### src/design/fpfa_pkg.sv
// ----------------------------------------------------------------------------
// fpfa_pkg
// Shared types and codes for the fixed-partition fit allocator.
// ----------------------------------------------------------------------------
package fpfa_pkg;

   // placement policy codes held in the fit_mode register
   localparam logic [1:0] FIT_FIRST = 2'd0;
   localparam logic [1:0] FIT_BEST  = 2'd1;
   localparam logic [1:0] FIT_WORST = 2'd2;

   // item kinds
   localparam logic KIND_LOAD  = 1'b0;
   localparam logic KIND_ALLOC = 1'b1;

   // register map
   localparam int          CSR_ADDR_BITS     = 2;
   localparam logic [1:0]  CSR_ADDR_FIT_MODE = 2'd0;

   // per-cycle control broadcast from the sequencer to every cell
   typedef struct packed {
      logic       scan_en;    // advance the candidate record one cell
      logic       load_en;    // write a partition size
      logic       commit_en;  // claim the chosen partition
      logic [1:0] fit_mode;
   } cell_ctl_type;

endpackage

### src/design/fpfa_cell.sv
// ----------------------------------------------------------------------------
// fpfa_cell
// One partition entry plus one stage of the candidate search chain.
// ----------------------------------------------------------------------------
module fpfa_cell
   import fpfa_pkg::*;
#(
   parameter int CELL_INDEX = 0,
   parameter int INDEX_BITS = 3,
   parameter int SIZE_BITS  = 16
) (
   input  logic                  clock,
   input  logic                  reset,
   input  cell_ctl_type          ctl,
   input  logic [2:0]            load_index,
   input  logic [SIZE_BITS-1:0]  load_size,
   input  logic [INDEX_BITS-1:0] commit_index,
   input  logic [SIZE_BITS-1:0]  request,
   input  logic [7:0]            owner_tag,
   input  logic                  prev_found,
   input  logic [INDEX_BITS-1:0] prev_index,
   input  logic [SIZE_BITS-1:0]  prev_size,
   output logic                  next_found,
   output logic [INDEX_BITS-1:0] next_index,
   output logic [SIZE_BITS-1:0]  next_size
);

   logic [SIZE_BITS-1:0]  remaining_ff;
   logic                  occupied_ff;
   logic [7:0]            owner_ff;
   logic                  found_ff;
   logic [INDEX_BITS-1:0] index_ff;
   logic [SIZE_BITS-1:0]  size_ff;

   logic eligible;
   logic take;
   logic load_hit;
   logic commit_hit;

   assign eligible   = !occupied_ff && (remaining_ff >= request);
   assign load_hit   = ctl.load_en && (32'(load_index) == CELL_INDEX);
   assign commit_hit = ctl.commit_en && (commit_index == INDEX_BITS'(CELL_INDEX));

   // first eligible always wins; best/worst take later ones only on a strict compare
   always_comb begin
      take = 1'b0;
      if (eligible) begin
         if (!prev_found) begin
            take = 1'b1;
         end else if (ctl.fit_mode == FIT_BEST) begin
            take = remaining_ff < prev_size;
         end else if (ctl.fit_mode == FIT_WORST) begin
            take = remaining_ff > prev_size;
         end
      end
   end

   always_ff @(posedge clock) begin
      if (reset) begin
         remaining_ff <= '0;
         occupied_ff  <= 1'b0;
      end else if (load_hit) begin
         remaining_ff <= load_size;
         occupied_ff  <= 1'b0;
      end else if (commit_hit) begin
         remaining_ff <= remaining_ff - request;
         occupied_ff  <= 1'b1;
      end
   end

   always_ff @(posedge clock) begin
      if (commit_hit) begin
         owner_ff <= owner_tag;
      end
   end

   always_ff @(posedge clock) begin
      if (reset) begin
         found_ff <= 1'b0;
      end else if (ctl.scan_en) begin
         found_ff <= prev_found || take;
      end
   end

   always_ff @(posedge clock) begin
      if (ctl.scan_en) begin
         index_ff <= take ? INDEX_BITS'(CELL_INDEX) : prev_index;
         size_ff  <= take ? remaining_ff : prev_size;
      end
   end

   assign next_found = found_ff;
   assign next_index = index_ff;
   assign next_size  = size_ff;

endmodule

### src/design/fixed_partition_fit_allocator.sv
// A load's result is registered and appears in the cycle after its command transfer; an
//   allocation's result follows its scan states, the commit state and the result register.
// One load per cycle while idle; an allocation holds busy, taking no command, through its
//   scan and commit while the candidate record walks the cell chain one partition per cycle.
// Results cannot be stalled. Reset clears all partitions to size 0 and free, fit_mode to
//   first fit; owner tags are unknown until written.
// ----------------------------------------------------------------------------
// fixed_partition_fit_allocator
// Fixed-partition allocator with first, best and worst fit placement.
// ----------------------------------------------------------------------------
module fixed_partition_fit_allocator
   import fpfa_pkg::*;
#(
   parameter int PARTITION_COUNT = 8,
   parameter int SIZE_BITS       = 16
) (
   input  logic                     clock,
   input  logic                     reset,
   // command channel
   input  logic                     start,
   output logic                     busy,
   input  logic                     req_kind,
   input  logic [2:0]               req_load_index,
   input  logic [15:0]              req_size_value,
   input  logic [7:0]               req_owner_tag,
   // result channel
   output logic                     rsp_valid,
   output logic                     rsp_granted,
   output logic [2:0]               rsp_slot_index,
   output logic [15:0]              rsp_leftover,
   // register port
   input  logic                     psel,
   input  logic                     penable,
   input  logic                     pwrite,
   input  logic [CSR_ADDR_BITS-1:0] paddr,
   input  logic [31:0]              pwdata,
   output logic [31:0]              prdata,
   output logic                     pready
);

   localparam int INDEX_BITS = (PARTITION_COUNT > 1) ? $clog2(PARTITION_COUNT) : 1;
   localparam logic [INDEX_BITS-1:0] LAST_CELL = INDEX_BITS'(PARTITION_COUNT - 1);

   // sequencer states
   localparam logic [1:0] ST_IDLE   = 2'd0;
   localparam logic [1:0] ST_SCAN   = 2'd1;
   localparam logic [1:0] ST_COMMIT = 2'd2;

   // ---------------------------------------------------------------------
   // Register port: single fit_mode register, zero wait states.
   // ---------------------------------------------------------------------
   logic [1:0] fit_mode_ff;
   logic       csr_write;

   assign pready    = 1'b1;
   assign csr_write = psel && penable && pwrite && (paddr == CSR_ADDR_FIT_MODE);

   always_ff @(posedge clock) begin
      if (reset) begin
         fit_mode_ff <= FIT_FIRST;
      end else if (csr_write) begin
         fit_mode_ff <= pwdata[1:0];
      end
   end

   assign prdata = (paddr == CSR_ADDR_FIT_MODE) ? {30'd0, fit_mode_ff} : 32'd0;

   // ---------------------------------------------------------------------
   // Command intake. A load is written straight into its cell on the
   // transfer edge; an allocation latches its request and starts the scan.
   // ---------------------------------------------------------------------
   logic [1:0]            state_ff,  state_in;
   logic [INDEX_BITS-1:0] count_ff,  count_in;
   logic [SIZE_BITS-1:0]  request_ff;
   logic [7:0]            tag_ff;

   logic                  take_item;
   logic                  take_load;
   logic                  take_alloc;
   logic                  load_in_range;
   logic [SIZE_BITS-1:0]  req_size;

   assign busy          = (state_ff != ST_IDLE);
   assign take_item     = start && !busy;
   assign take_load     = take_item && (req_kind == KIND_LOAD);
   assign take_alloc    = take_item && (req_kind == KIND_ALLOC);
   assign load_in_range = 32'(req_load_index) < PARTITION_COUNT;
   // bits at and above SIZE_BITS are dropped; narrower ports zero-extend
   assign req_size      = SIZE_BITS'(req_size_value);

   always_ff @(posedge clock) begin
      if (take_alloc) begin
         request_ff <= req_size;
         tag_ff     <= req_owner_tag;
      end
   end

   // ---------------------------------------------------------------------
   // Cell chain. The candidate record (found, index, size) enters cell 0
   // empty and moves one cell per scan cycle; once it has passed every
   // cell in the scan state, the last cell holds the winner.
   // ---------------------------------------------------------------------
   cell_ctl_type          ctl;
   logic                  chain_found [PARTITION_COUNT+1];
   logic [INDEX_BITS-1:0] chain_index [PARTITION_COUNT+1];
   logic [SIZE_BITS-1:0]  chain_size  [PARTITION_COUNT+1];

   logic                  pick_found;
   logic [INDEX_BITS-1:0] pick_index;
   logic [SIZE_BITS-1:0]  pick_size;

   assign chain_found[0] = 1'b0;
   assign chain_index[0] = '0;
   assign chain_size[0]  = '0;

   assign pick_found = chain_found[PARTITION_COUNT];
   assign pick_index = chain_index[PARTITION_COUNT];
   assign pick_size  = chain_size[PARTITION_COUNT];

   always_comb begin
      ctl.scan_en   = (state_ff == ST_SCAN);
      ctl.load_en   = take_load;
      ctl.commit_en = (state_ff == ST_COMMIT) && pick_found;
      ctl.fit_mode  = fit_mode_ff;
   end

   for (genvar g = 0; g < PARTITION_COUNT; g++) begin : g_cell
      fpfa_cell #(
         .CELL_INDEX (g),
         .INDEX_BITS (INDEX_BITS),
         .SIZE_BITS  (SIZE_BITS)
      ) u_cell (
         .clock        (clock),
         .reset        (reset),
         .ctl          (ctl),
         .load_index   (req_load_index),
         .load_size    (req_size),
         .commit_index (pick_index),
         .request      (request_ff),
         .owner_tag    (tag_ff),
         .prev_found   (chain_found[g]),
         .prev_index   (chain_index[g]),
         .prev_size    (chain_size[g]),
         .next_found   (chain_found[g+1]),
         .next_index   (chain_index[g+1]),
         .next_size    (chain_size[g+1])
      );
   end

   // ---------------------------------------------------------------------
   // Sequencer: IDLE -> SCAN (until the count reaches the last cell) -> COMMIT -> IDLE.
   // ---------------------------------------------------------------------
   always_comb begin
      state_in = state_ff;
      count_in = count_ff;
      unique case (state_ff)
         ST_IDLE: begin
            count_in = '0;
            if (take_alloc) begin
               state_in = ST_SCAN;
            end
         end
         ST_SCAN: begin
            if (count_ff == LAST_CELL) begin
               state_in = ST_COMMIT;
            end else begin
               count_in = count_ff + 1'b1;
            end
         end
         ST_COMMIT: begin
            state_in = ST_IDLE;
         end
         default: begin
            state_in = ST_IDLE;
         end
      endcase
   end

   always_ff @(posedge clock) begin
      if (reset) begin
         state_ff <= ST_IDLE;
         count_ff <= '0;
      end else begin
         state_ff <= state_in;
         count_ff <= count_in;
      end
   end

   // ---------------------------------------------------------------------
   // Result register: one strobe per item, for loads on the transfer edge,
   // for allocations at the commit edge.
   // ---------------------------------------------------------------------
   logic        valid_ff;
   logic        granted_ff;
   logic [2:0]  slot_ff;
   logic [15:0] leftover_ff;

   always_ff @(posedge clock) begin
      if (reset) begin
         valid_ff <= 1'b0;
      end else begin
         valid_ff <= take_load || (state_ff == ST_COMMIT);
      end
   end

   always_ff @(posedge clock) begin
      if (take_load) begin
         granted_ff  <= 1'b0;
         slot_ff     <= req_load_index;
         leftover_ff <= load_in_range ? 16'(req_size) : 16'd0;
      end else if (state_ff == ST_COMMIT) begin
         granted_ff  <= pick_found;
         slot_ff     <= pick_found ? 3'(pick_index) : 3'd0;
         leftover_ff <= pick_found ? 16'(pick_size - request_ff) : 16'd0;
      end
   end

   assign rsp_valid      = valid_ff;
   assign rsp_granted    = granted_ff;
   assign rsp_slot_index = slot_ff;
   assign rsp_leftover   = leftover_ff;

endmodule
### config.mk
export PLATFORM = sky130hd
export DESIGN_NAME = fixed_partition_fit_allocator
export DESIGN_NICKNAME = d
export VERILOG_FILES = /design/src/design/fpfa_pkg.sv /design/src/design/fpfa_cell.sv /design/src/design/fixed_partition_fit_allocator.sv
export SDC_FILE = /design/constraint.sdc
export NUM_CORES = 1
export LEC_CHECK = 0
export BUFFER_PORTS_ARGS = -buffer_cell sky130_fd_sc_hd__buf_2
export CAP_MARGIN = 0
export CORE_AREA = 2 2 218 220
export DETAILED_ROUTE_END_ITERATION = 7
export DIE_AREA = 0 0 220 222
export PLACE_DENSITY = 0.67
export SLEW_MARGIN = 5
export SYNTH_ARGS = -nofsm -noshare
export SYNTH_HDL_FRONTEND = slang
export SYNTH_SLANG_ARGS = --single-unit
### constraint.sdc
create_clock -name clock -period 3.95 [get_ports clock]
set_clock_uncertainty 0.05 [all_clocks]
set_input_delay 0.79 -clock clock [delete_from_list [all_inputs] [get_ports clock]]
set_output_delay 0.79 -clock clock [all_outputs]
set_load 0.02 [all_outputs]
==> flow_metrics.tcl <==
set metrics [dict create \
    grt_pass1_vias 18611 \
    drt_wl_total_um 73600 \
    fin_area_um2 25400 \
    nets 2851 \
    switching_share_pct 27.0 \
    dp_cells 3084 \
    crit_arrival_ps 4000 \
    crit_chain "ha_1 > fa_1 > nor2b_4 > o21ai_2 > a21oi_2 > a2111oi_4 > a211oi_2 > o41ai_4 > a311oi_4 > mux2_2" \
    grt_pass1_wl_um 110000 \
    async_reset_ff_share_pct 0 \
    clock_latency_ps 560 \
    setup_viol 0 \
    cts_root_buf "clkbuf_16" \
    grt_start_max_net_pins 110 \
    drt_iter0_drc 1835 \
    cts_sinks 333 \
    r2r_cells 10 \
    drive_gt1_share_pct 12.6 \
    synth_top_area_cell "edfxtp_1" \
    slew_headroom_pct 8.71 \
    reg2reg_to "g_cell[6].u_cell.next_size[15]$_DFFE_PP_" \
    setup_tns_ps 0 \
    place_congestion 0.980 \
    synth_cell_type_count 87 \
    r2r_slack_ps 200 \
    io_buffers 53 \
    combPwrFrac_pct 12.6 \
    cp_data_required_time_ps 4210 \
    num_rows 79 \
    p_clk_share_pct 40.9 \
    hold_buffers 0 \
    ys_ff_latch 333 \
    core_region_area_um2 46300 \
    ant_nets 0 \
    intPower_mw 6.06 \
    synth_area_leaders "edfxtp_1 (24%), ha_1 (14%), dfxtp_1 (13%)" \
    clkTransAtPathRegs_ps 60 \
    cts_setup_buffers 0 \
    power.density_nw_per_um2 327 \
    fp.dieH_um 222 \
    path_depth 10 \
    h-tree-depth 2 \
    power.leakage_nw 10.6 \
    drcViolationCount 0 \
    synth_top_area_share_pct 23.5 \
    initial_core_util_pct 49.7 \
    period_needed_ps 3750 \
    dieWidth_um 220 \
    hold_slack_ps 410 \
    critical_path.top_delay_family "compound AO/OA/AOI/OAI gates" \
    rsz0062_at_grt "no" \
    critPathBufInv 0 \
    fill_cells 4116 \
    pwr-share-seq_pct 46.5 \
    tightest_slew_ps 1360 \
    setup_slack_ps 204 \
    via_per_inst 6.18 \
    synth_cells 2425 \
    synthesis.area_um2 23000 \
    cap_viol_max_count 0 \
    hold_class "primary input to flip-flop" \
    finalNonFillerCells 3157 \
    status "finished clean" \
    fin_util_pct 54.9 \
    cp-startpoint "request_ff[0]$_DFFE_PP_" \
    p_total_mw 8.29 \
    cts_resized 0 \
    hpwl_um 51900 \
    crit_type "flip-flop to flip-flop" \
    grt-ovfl-total 0 \
    critPathMaxStageDelay_ps 960 \
    hold_viol_final 0 \
    num_io_pins 123 \
    cts_tree "done" \
    synth_edf_count 180 \
    area_growth_pct 10.4 \
    peakVddDrop_mv 0.377 \
    grt_use_total_pct 29.8 \
    slew_violations 0 \
    synth_top_flop_cell "edfxtp_1" \
    finalCritPeriodShare_pct 94.8 \
    yosysWarnings 0 \
    seq_area_frac_synth_pct 36.8 \
    max-clock-path-buffers 3 \
    reg2reg_from "request_ff[0]$_DFFE_PP_" \
    antenna_found_initial 1 \
    endpoint "g_cell[6].u_cell.next_size[15]$_DFFE_PP_" \
    post_drt_wl_per_cell_um 23.3 \
    end_kind "flip-flop" \
    critical-path-slowest-cell "a311oi_4" \
    cts_buffers 38 \
    worst_setup_path_start_kind "flip-flop" \
    place_area_um2 24200 \
    dr.pass1.iters 5 \
    place_ws_ps 208 \
    fmax_mhz 267 \
    cp_max_fo 19 \
    syn_avg_cell_area_um2 9.48 \
    vias 19512 \
    power.switching_mw 2.24 \
    fp.dieArea_um2 48800 \
]
-- worst reg2reg max path, delay by kind of cell (launching register included) --
kind,cells,cell delay (ps)
AO/OA/AOI/OAI,6,1730
adder cells (fa/ha/maj),2,690
multiplexers,1,440
flip-flops,1,420
AND/OR/NAND/NOR,1,160
-- power by group through the flow --
| stage | Sequential (mW) | Combinational (mW) | Clock [mW] |
|---|---|---|---|
| 2_1_floorplan | 3.91 | 0.702 | 0 |
| 3_3_place_gp | 3.93 | 0.998 | 0 |
| 3_5_place_dp | 3.93 | 1.02 | 0 |
| 4_1_cts | 3.86 | 1.03 | 3.43 |
| 5_1_grt | 3.87 | 1.13 | 3.56 |
| 6_report | 3.86 | 1.05 | 3.39 |
-- cells in the final DEF, fill, tap and decap left out, types with 39 or more instances in the layout --
master,count
inv_1,175
a21oi_1,187
nor2b_1,39
o21ai_0,97
buf_4,84
a22oi_1,93
dfxtp_1,153
ha_1,257
o22ai_1,47
mux2_2,86
nor2_1,173
buf_2,52
a21o_1,62
a221oi_1,41
nand2_1,153
edfxtp_1,180
xnor2_1,62
-- registers in the layout (all words and copies together), names as in the netlist, 3 cells and up --
name,cells
count_ff,3
rsp_slot_index,3
g_cell.u_cell.next_index,17
rsp_leftover,16
g_cell.u_cell.remaining_ff,128
g_cell.u_cell.next_found,8
g_cell.u_cell.occupied_ff,8
request_ff,16
g_cell.u_cell.next_size,128
-- final cells by class --
class	instances	area, um2	area share [%]
Antenna cell	3	7.51	0.0296
Clock buffer	55	1040	4.12
Clock inverter	15	113	0.444
Inverter	177	669	2.64
Multi-Input combinational cell	1828	13400	52.7
Sequential cell	333	8470	33.4
Tap cell	607	759	2.99
Timing Repair Buffer	139	951	3.75
-- worst min path at each step --
stage                                                        startpoint  cells after the start                                            end
final                                                         pwdata[0]                      3                    fit_mode_ff[0]$_SDFFE_PP0P_
after global routing                                          pwdata[0]                      3                    fit_mode_ff[0]$_SDFFE_PP0P_
after CTS                                                     pwdata[0]                      3                    fit_mode_ff[0]$_SDFFE_PP0P_
after detailed placement  g_cell[0].u_cell.remaining_ff[2]$_SDFFE_PP0P_                      2  g_cell[0].u_cell.remaining_ff[2]$_SDFFE_PP0P_
after global placement                         rsp_granted$_SDFFE_PP0P_                      2                       rsp_granted$_SDFFE_PP0P_
after floorplan           g_cell[0].u_cell.remaining_ff[2]$_SDFFE_PP0P_                      2  g_cell[0].u_cell.remaining_ff[2]$_SDFFE_PP0P_
-- cell families (layout without fill, tap and decap cells) --
logic type,Yosys count,after routing,share of synthesized area [%]
buffers and inverters,293,386,5.46
adders and majority gates,266,266,14.8
xor gates and xnor gates,97,97,3.70
AOI/OAI and AO/OA,706,706,20.6
other,2,34,0.0327
DFF,333,333,36.8
and+or+nand+nor,623,623,13.5
muxes,105,105,5.17
-- cell usage after synthesis (22+ instances only) --
master and instances:
nor2_1 173, o21a_1 30, clkbuf_1 70, nor2b_1 39, inv_1 175, xnor2_1 62
ha_1 257, and2_1 22, edfxtp_1 180, nor3_1 38, nand3_1 36, a221oi_1 41
o22ai_1 47, o21ai_0 97, nand2b_1 26, xor2_1 35, mux2_2 86, nand4_1 38
a31oi_1 24, nand2_1 153, a22oi_1 93, buf_4 34, a21oi_1 187, dfxtp_1 153
a21o_1 62
-- metal layers --
metal | global-route usage (%) | part of all wire [%] | vias up | routed length, um
met3 | 4.51 | 7.7 | 207 | 5700
met2 | 46.9 | 46 | 795 | 33600
met5 | 0 | 0 | - | 0
met1 | 38.7 | 41 | 9372 | 29800
met4 | 17.7 | 6.1 | 0 | 4490
li1 | - | - | 9138 | -
Power figures use the tool's default switching activity.
